**src/sv/glu_pkg.sv**
```systemverilog
// Shared types and constants for the gcd and lcm unit.
// No dependencies; used by the controller, the datapath and the top level.
package glu_pkg;

  // Number of low operand bits that take part in the computation.
  localparam int OPERAND_WIDTH = 32;
  localparam int CNT_W         = $clog2(OPERAND_WIDTH);
  localparam int IN_W          = 32;
  localparam int GCD_W         = 32;
  localparam int LCM_W         = 64;

  typedef enum logic [2:0] {
    ST_IDLE,
    ST_PAIR,
    ST_XNORM,
    ST_REDUCE,
    ST_DIVSET,
    ST_DIV,
    ST_MUL,
    ST_OUT
  } glu_state_t;

  // Commands from the controller to the datapath.
  typedef struct packed {
    logic load;
    logic load_zero;
    logic pair_shift;
    logic x_shift;
    logic reduce_step;
    logic div_load;
    logic div_step;
    logic mul_load;
  } glu_cmd_t;

  // Status from the datapath to the controller.
  typedef struct packed {
    logic in_zero;
    logic both_even;
    logic x_even;
    logic y_zero;
    logic div_last;
  } glu_stat_t;

endpackage

```
**src/sv/glu_ctrl.sv**
```systemverilog
// Controller state machine of the gcd and lcm unit.
// Depends on glu_pkg for the state, command and status types.
module glu_ctrl (
  input  logic              clk,
  input  logic              rst,
  input  logic              start,
  input  glu_pkg::glu_stat_t stat,
  output glu_pkg::glu_cmd_t  cmd,
  output logic              busy,
  output logic              done
);
  import glu_pkg::*;

  glu_state_t state;
  glu_state_t state_next;

  // State register.
  always_ff @(posedge clk) begin
    if (rst) begin
      state <= ST_IDLE;
    end else begin
      state <= state_next;
    end
  end

  // Next state and commands.
  always_comb begin
    state_next = state;
    cmd        = '0;
    case (state)
      ST_IDLE: begin
        if (start) begin
          if (stat.in_zero) begin
            cmd.load_zero = 1'b1;
            state_next    = ST_OUT;
          end else begin
            cmd.load   = 1'b1;
            state_next = ST_PAIR;
          end
        end
      end
      ST_PAIR: begin
        if (stat.both_even) begin
          cmd.pair_shift = 1'b1;
        end else begin
          state_next = ST_XNORM;
        end
      end
      ST_XNORM: begin
        if (stat.x_even) begin
          cmd.x_shift = 1'b1;
        end else begin
          state_next = ST_REDUCE;
        end
      end
      ST_REDUCE: begin
        if (stat.y_zero) begin
          state_next = ST_DIVSET;
        end else begin
          cmd.reduce_step = 1'b1;
        end
      end
      ST_DIVSET: begin
        cmd.div_load = 1'b1;
        state_next   = ST_DIV;
      end
      ST_DIV: begin
        cmd.div_step = 1'b1;
        if (stat.div_last) begin
          state_next = ST_MUL;
        end
      end
      ST_MUL: begin
        cmd.mul_load = 1'b1;
        state_next   = ST_OUT;
      end
      ST_OUT: begin
        state_next = ST_IDLE;
      end
      default: begin
        state_next = ST_IDLE;
      end
    endcase
  end

  assign busy = (state != ST_IDLE);
  assign done = (state == ST_OUT);

endmodule

```
**src/sv/glu_dpath.sv**
```systemverilog
// Datapath of the gcd and lcm unit: binary gcd registers, a restoring
// divider for a/gcd and the final multiply. Depends on glu_pkg.
module glu_dpath (
  input  logic                        clk,
  input  logic [glu_pkg::IN_W-1:0]    operand_a,
  input  logic [glu_pkg::IN_W-1:0]    operand_b,
  input  glu_pkg::glu_cmd_t           cmd,
  output glu_pkg::glu_stat_t          stat,
  output logic [glu_pkg::GCD_W-1:0]   gcd_value,
  output logic [glu_pkg::LCM_W-1:0]   lcm_value
);
  import glu_pkg::*;

  localparam int W = OPERAND_WIDTH;

  logic [W-1:0]     a_m;
  logic [W-1:0]     b_m;
  logic [W-1:0]     x;
  logic [W-1:0]     y;
  logic [CNT_W-1:0] common;
  logic [W-1:0]     a_keep;
  logic [W-1:0]     b_keep;
  logic [W-1:0]     dvs;
  logic [W-1:0]     rem;
  logic [W-1:0]     quo;
  logic [CNT_W-1:0] cnt;
  logic [W-1:0]     g_full;
  logic [W:0]       rem_sh;
  logic             rem_ge;
  logic             x_gt_y;
  logic [W-1:0]     diff;
  logic [2*W-1:0]   prod;

  // Operands reduced to the used width.
  assign a_m = operand_a[W-1:0];
  assign b_m = operand_b[W-1:0];

  // Subtractor and compare shared by the gcd reduction step.
  assign x_gt_y = (x > y);
  assign diff   = x_gt_y ? (x - y) : (y - x);

  // Gcd with the common power of two restored.
  assign g_full = x << common;

  // One restoring division step.
  assign rem_sh = {rem, quo[W-1]};
  assign rem_ge = (rem_sh >= {1'b0, dvs});

  // Quotient times the second operand gives the lcm.
  assign prod = quo * b_keep;

  // Gcd registers.
  always_ff @(posedge clk) begin
    if (cmd.load) begin
      x      <= a_m;
      y      <= b_m;
      a_keep <= a_m;
      b_keep <= b_m;
      common <= '0;
    end else if (cmd.pair_shift) begin
      x      <= x >> 1;
      y      <= y >> 1;
      common <= common + CNT_W'(1);
    end else if (cmd.x_shift) begin
      x <= x >> 1;
    end else if (cmd.reduce_step) begin
      if (!y[0]) begin
        y <= y >> 1;
      end else begin
        if (x_gt_y) begin
          x <= y;
        end
        y <= diff;
      end
    end
  end

  // Divider registers.
  always_ff @(posedge clk) begin
    if (cmd.div_load) begin
      dvs <= g_full;
      rem <= '0;
      quo <= a_keep;
      cnt <= '0;
    end else if (cmd.div_step) begin
      if (rem_ge) begin
        rem <= W'(rem_sh - {1'b0, dvs});
      end else begin
        rem <= rem_sh[W-1:0];
      end
      quo <= {quo[W-2:0], rem_ge};
      cnt <= cnt + CNT_W'(1);
    end
  end

  // Result registers.
  always_ff @(posedge clk) begin
    if (cmd.load_zero) begin
      gcd_value <= GCD_W'(a_m | b_m);
      lcm_value <= '0;
    end else begin
      if (cmd.div_load) begin
        gcd_value <= GCD_W'(g_full);
      end
      if (cmd.mul_load) begin
        lcm_value <= LCM_W'(prod);
      end
    end
  end

  // Status to the controller.
  assign stat.in_zero   = (a_m == '0) || (b_m == '0);
  assign stat.both_even = !(x[0] | y[0]);
  assign stat.x_even    = !x[0];
  assign stat.y_zero    = (y == '0);
  assign stat.div_last  = (cnt == CNT_W'(W - 1));

endmodule

```
**src/sv/gcd_and_lcm_unit.sv**
```systemverilog
// Top level of the gcd and lcm unit: controller plus datapath.
// Depends on glu_pkg, glu_ctrl and glu_dpath.
//
//   channel   handshake           payload
//   input     start, busy         operand_a, operand_b
//   result    done (strobe)       gcd_value, lcm_value
//
// An item is taken when start is high and busy is low; busy stays high until its result
// has been shown. A zero operand goes from the accept straight to the result. Otherwise:
// load, pair shifts, odd shifts and gcd steps (each loop with an exit state), divisor
// load, 32 divider steps, multiply, result.
// Reset is synchronous and returns the unit to idle. The result is on its ports while
// done is high for exactly one cycle; the receiver cannot stall.
module gcd_and_lcm_unit (
  input  logic                      clk,
  input  logic                      rst,
  input  logic                      start,
  output logic                      busy,
  input  logic [glu_pkg::IN_W-1:0]  operand_a,
  input  logic [glu_pkg::IN_W-1:0]  operand_b,
  output logic                      done,
  output logic [glu_pkg::GCD_W-1:0] gcd_value,
  output logic [glu_pkg::LCM_W-1:0] lcm_value
);
  import glu_pkg::*;

  glu_cmd_t  cmd;
  glu_stat_t stat;

  // Sequencer.
  glu_ctrl u_ctrl (
    .clk   (clk),
    .rst   (rst),
    .start (start),
    .stat  (stat),
    .cmd   (cmd),
    .busy  (busy),
    .done  (done)
  );

  // Arithmetic and result registers.
  glu_dpath u_dpath (
    .clk       (clk),
    .operand_a (operand_a),
    .operand_b (operand_b),
    .cmd       (cmd),
    .stat      (stat),
    .gcd_value (gcd_value),
    .lcm_value (lcm_value)
  );

endmodule

```
**config.mk**
```make
export PLATFORM = sky130hd
export DESIGN_NAME = gcd_and_lcm_unit
export DESIGN_NICKNAME = d
export VERILOG_FILES = /design/src/sv/glu_pkg.sv /design/src/sv/glu_ctrl.sv /design/src/sv/glu_dpath.sv /design/src/sv/gcd_and_lcm_unit.sv
export SDC_FILE = /design/constraint.sdc
export NUM_CORES = 2
export LEC_CHECK = 0
export BUFFER_PORTS_ARGS = -buffer_cell sky130_fd_sc_hd__buf_2
export CAP_MARGIN = 20
export CORE_ASPECT_RATIO = 0.6
export CORE_MARGIN = 3
export CORE_UTILIZATION = 55
export CTS_CLUSTER_SIZE = 10
export DETAILED_ROUTE_END_ITERATION = 8
export GPL_TIMING_DRIVEN = 1
export PLACE_DENSITY = 0.72
export SYNTH_ARGS = -nofsm -noshare
export SYNTH_HDL_FRONTEND = slang
export SYNTH_SLANG_ARGS = --single-unit
```
**constraint.sdc**
```tcl
create_clock -name clk -period 17.7 [get_ports clk]
set_clock_uncertainty 0.05 [all_clocks]
set_input_delay 1.77 -clock clk [delete_from_list [all_inputs] [get_ports clk]]
set_output_delay 1.77 -clock clk [all_outputs]
set_load 0.02 [all_outputs]
```
Word-level counts from Yosys, hierarchy flattened
Cells that the tools add are included.
W data, S select, Z words.
Word-level totals
  input bits: 67
  register bits: 333
Operators by class
  add/sub/neg operators: 5
  eq/ne operators: 14
  muxes and demuxes: 37
  bitwise gates (word level): 2
  magnitude comparators: 2
  shifts and indexed selects: 1
  multiply operators: 1
  reduce and logical (&&, ||, !) cells: 15
Operator list (count)
  $mux W32: 17
  $logic_not A32 Y1: 3
  $sub A32 B32 Y32: 3
  $mul A32 B32 Y64: 1
  $ge A33 B32 Y1: 1
  $gt A32 B32 Y1: 1
  $or A32 B32 Y32: 1
  $shl A32 B5 Y32: 1
  $pmux W3 S8: 1
  $mux W3: 6
  $eq A3 B3 Y1 const B: 4
  $reduce_bool A4 Y1: 3
  $mux W1: 11
  $add A5 B1 Y5 const B: 2
  $eq A3 B2 Y1 const B: 2
  $ne A2 B2 Y1 const B: 3
  $reduce_bool A3 Y1: 2
  $eq A5 B5 Y1 const B: 1
  $reduce_and A5 Y1: 1
  $mux W2: 2
  $ne A2 B1 Y1 const B: 2
  $reduce_bool A2 Y1: 2
  $eq A3 B1 Y1 const B: 1
  $logic_not A3 Y1: 1
  5 further kinds: 5

Longest topological paths before layout
  depth after elaboration: 7
  gate-level depth with buffers: 30
  gate-level depth less buffers: 28

Cells and area by module
Synthesis repeated with hierarchy kept, for this count alone.
Unflattened totals
  cell total of the unflattened synthesis: 5825
  area total of the unflattened synthesis: 53501.3 um^2
By module, submodules not included
  glu_dpath: cells an instance 5784, area each 53173.5 um^2, instances 1
  glu_ctrl: cells an instance 41, area each 327.8 um^2, instances 1

Worst setup path before layout
OpenSTA, ideal clock, no wires.
  path type: reg2reg
  from: register u_dpath.b_keep[2]
  to: register u_dpath.lcm_value[51] in the netlist's numbering
  data arrival time: 7050 ps
  setup time: 129 ps
  buffers on the path: 1
  stages on the path, launching flop included: 26
  setup slack: 10471 ps
  cell sequence: edfxtp_1 > clkbuf_1 > and2_1 > fa_1 > inv_1 > fa_1 > fa_1 > fa_1 > inv_1 > fa_1 > fa_1 > fa_1 > inv_1 > fa_1 > inv_1 > ha_1 > a21o_1 > a31oi_1 > o21ai_1 > a311o_1 > a221o_1 > a31oi_4 > o31ai_4 > a21boi_0 > xor2_1 > o21ai_0
Between the ends
  longest elaborated chain between the ends: 1
Ends and longest elaborated chain
  start, declared: line glu_dpath.sv:22  | logic [W-1:0] b_keep;
  start signal, assigned: line glu_dpath.sv:58  | b_keep <= b_m;
  $mul A32 B32 Y64: line glu_dpath.sv:50  | assign prod = quo * b_keep;
  end signal, assigned: line glu_dpath.sv:106  | lcm_value <= LCM_W'(prod);
  end, declared: line glu_dpath.sv:10  | output logic [glu_pkg::LCM_W-1:0] lcm_value
No other way between the ends.
A chain may end at the register's enable or synchronous reset.

Worst setup path in the final report
  from: register u_dpath.quo[15]
  to: register u_dpath.lcm_value[56] in the netlist's numbering
Between the ends
  longest elaborated chain between the ends: 1
Ends and longest elaborated chain
  start, declared: line glu_dpath.sv:25  | logic [W-1:0] quo;
  start signal, assigned: line glu_dpath.sv:83  | quo <= a_keep;
  start signal, assigned: line glu_dpath.sv:91  | quo <= {quo[W-2:0], rem_ge};
  $mul A32 B32 Y64: line glu_dpath.sv:50
No other way between the ends.

==> run_results.csv <==
group,metric,value,unit
logic_synthesis,ys_seq_area_share,16.8,%
cts,cts_setup_buffers,0,
cts,clk_path_buf_depth,3,
detailed_routing,via_per_inst,5.96,
worst_setup_path,slowest_stage,"edfxtp_1",
worst_setup_path,crit_top_cell,"fa_1",
placement,placed_cells,7021,
cts,cts_sinks,333,
worst_setup_path,r2r_cells,26,
floorplan,dieArea,100000,um^2
logic_synthesis,ys_types,94,
cts,cts_tree,"built",
cts,cts_made_buffers,40,
floorplan,initial_core_util,56.0,%
sta,finalSetupTns,0,ns
sta,period_needed,9.16,ns
sta,finalSetupViolations,0,
worst_setup_path,r2r_start,"u_dpath.quo[15]",
logic_synthesis,synth_area_leader_cell,"fa_1",
floorplan,ios,165,
detailed_routing,routed_wl,173000,um
worst_hold_path,hp-start,"u_dpath.lcm_value[19]",
logic_synthesis,synth_area,53100,um^2
detailed_routing,vias,42333,
logic_synthesis,synth-seq-cells,333,
sta,hold_viol_final,0,
sta,slew_headroom,20.3,%
worst_setup_path,path_max_fanout,19,
flow_run,drv_cap,0,
floorplan,core_area,94800,um^2
worst_setup_path,cp_data_arrival_time,9.52,ns
worst_setup_path,rrSetupSlack,8.54,ns
cts,cts_resized,0,
cells_and_area,stdcell_count,7105,
logic_synthesis,syn_inst,5824,
worst_hold_path,hold_path.class,"reg -> reg",
worst_setup_path,timing.critical_path.required,18.06,ns
detailed_routing,first_pass_iters,6,
logic_synthesis,async_reset_ff_share,0,%
cells_and_area,fin_nets,7109,
sta,max_freq,109,MHz
logic_synthesis,yosys.area.top_type_share,33.9,%
worst_setup_path,path_delay_family,"adder cells",
global_routing,grt_pass1_wl,264000,um
placement,hpwl,133000,um
cts,cts-root-buf,"clkbuf_16",
cells_and_area,fillCellCount,8343,
logic_synthesis,postSynthAreaPerCell,9.12,um^2
floorplan,die_x,407,um
worst_setup_path,r2r-end,"u_dpath.lcm_value[56]",
placement,port_buffers,164,
logic_synthesis,synth_edf_count,224,
logic_synthesis,yosys-top-cells-area,"fa_1, edfxtp_1, ha_1",
detailed_routing,ant_nets,0,
worst_setup_path,crit_type,"reg -> reg",
global_routing,grt_start_max_net_pins,203,
worst_setup_path,critPathBufInv,6,
sta,rsz0062_at_grt,"no",
sta,min_period_over_period,51.8,%
cts,hold_buffers,0,
cells_and_area,final_layout_size_suffix_gt1_share,6.51,%
global_routing,grtUsageTotal,34.6,%
sta,tightest_slew,1.19,ns
floorplan,placementRows,87,
worst_setup_path,end_kind,"flop",
global_routing,antenna_found_initial,6,
outcome,outcome,"complete, no violations",
detailed_routing,drtIter0Drc,4945,
logic_synthesis,ys_warn_count,0,
global_routing,grt_pass1_vias,41785,
logic_synthesis,ys.flop_type,"edfxtp_1",
worst_hold_path,whs_endpoint,"u_dpath.lcm_value[19]",
floorplan,die_h,247,um
sta,finalMaxSlewViolations,0,
cts,clk_latency,0.59,ns
cts,htree_num_levels,2,
worst_setup_path,worst_setup_path_start_kind,"flop",
worst_setup_path,max_stage_delay,0.92,ns
logic_synthesis,syn-num-nets,7156,
worst_hold_path,hold_depth,2,
detailed_routing,post_drt_wl_per_cell,24.3,um
placement,place_congestion,1.01,
cts,clk_pin_slew,0.06,ns
global_routing,grt_overflow,0,
detailed_routing,route.detailed.drc,0,
cells_and_area,area_growth,6.05,%
-- sequential cells by signal, indices dropped and copies added (netlist names), 32 cells and up --
register and flops:
u_dpath.lcm_value 64, u_dpath.a_keep 32, u_dpath.b_keep 32, u_dpath.dvs 32, u_dpath.gcd_value 32, u_dpath.quo 32
u_dpath.rem 32, u_dpath.x 32, u_dpath.y 32
-- layer usage --
| metal | track usage (%) | vias to the layer above | part of all wire (%) |
|---|---|---|---|
| met4 | 8.32 | 2 | 2.6 |
| li1 | - | 18289 | - |
| met2 | 46.9 | 2482 | 40 |
| met3 | 10.3 | 260 | 13 |
| met1 | 53.5 | 21300 | 44 |
| met5 | 1.25 | - | 0.099 |
-- synth_stat cells, types with 22 or more instances --
master,n
a21oi_1,217
clkbuf_1,292
nand2_1,816
mux2i_1,96
buf_2,30
nor2_1,194
edfxtp_1,224
inv_1,982
nor4_1,34
a211oi_1,34
a21o_1,85
fa_1,899
nor3_1,61
xnor2_1,68
nand3_1,48
xor2_1,45
o21bai_1,22
dfxtp_1,109
o21ai_0,202
and2_1,598
nand4_1,49
ha_1,366
-- tightest hold or removal path, delay by kind of cell (launching register included) --
family	cells	cell delay [ns]
compound gates	1	0.05
simple gates	1	0.05
flops	1	0.30
-- logic make-up (layout without fill, tap and decap cells) --
logic type	count (synthesis)	after routing	share of synthesized area, %
AO/OA/AOI/OAI	755	755	8.96
XOR/XNOR	113	113	1.86
adder cells (fa/ha/maj)	1265	1265	42.5
buffers and inverters	1325	1310	9.48
flip-flops	333	333	16.8
multiplexers	130	130	2.87
other	0	6	0
AND/OR/NAND/NOR	1903	1903	17.5
-- per-stage QoR --
stage          setup WS, ns  util, %  hold slack, ns  area [um^2]
2_1_floorplan         10.47        -           0.396        53100
3_3_place_gp           8.21     57.9           0.386        54900
3_5_place_dp           8.74     58.0           0.394        55000
4_1_cts                8.70     59.3           0.401        56200
5_1_grt                8.30     59.4           0.413        56300
6_report               8.54     59.4           0.400        56300
-- final cells by class --
class	instances	area [um^2]	share of cell area, %
multi-input combinational	4166	39200	69.7
sequential	333	8910	15.8
inverter	984	3690	6.56
timing repair buffer	252	1630	2.89
tap	1290	1610	2.87
clock buffer	68	1130	2.00
clock inverter	6	88.8	0.158
antenna	6	15.0	0.0267
-- layout by cell type, fill, tap and decap left out, types with 107 or more instances in the layout --
cell	count
nand2_1	815
edfxtp_1	224
dfxtp_1	107
nor2_1	190
a21oi_1	217
and2_1	597
o21ai_0	202
inv_1	982
fa_1	899
ha_1	366
buf_2	164
-- worst max-delay path by stage --
stage	startpoint	endpoint	slack (ns)	depth (start not counted)
floorplan	u_dpath.b_keep[2]	u_dpath.lcm_value[51]	10.47	25
global placement	u_dpath.b_keep[5]	u_dpath.lcm_value[56]	8.21	24
detailed placement	u_dpath.b_keep[3]	u_dpath.lcm_value[56]	8.74	26
CTS	u_dpath.b_keep[3]	u_dpath.lcm_value[56]	8.70	26
global route	u_dpath.quo[15]	u_dpath.lcm_value[56]	8.30	26
finish	u_dpath.quo[15]	u_dpath.lcm_value[56]	8.54	26
Power is not shown: default switching activity piles up to over one toggle a cycle in this logic, so the estimate is an artifact.
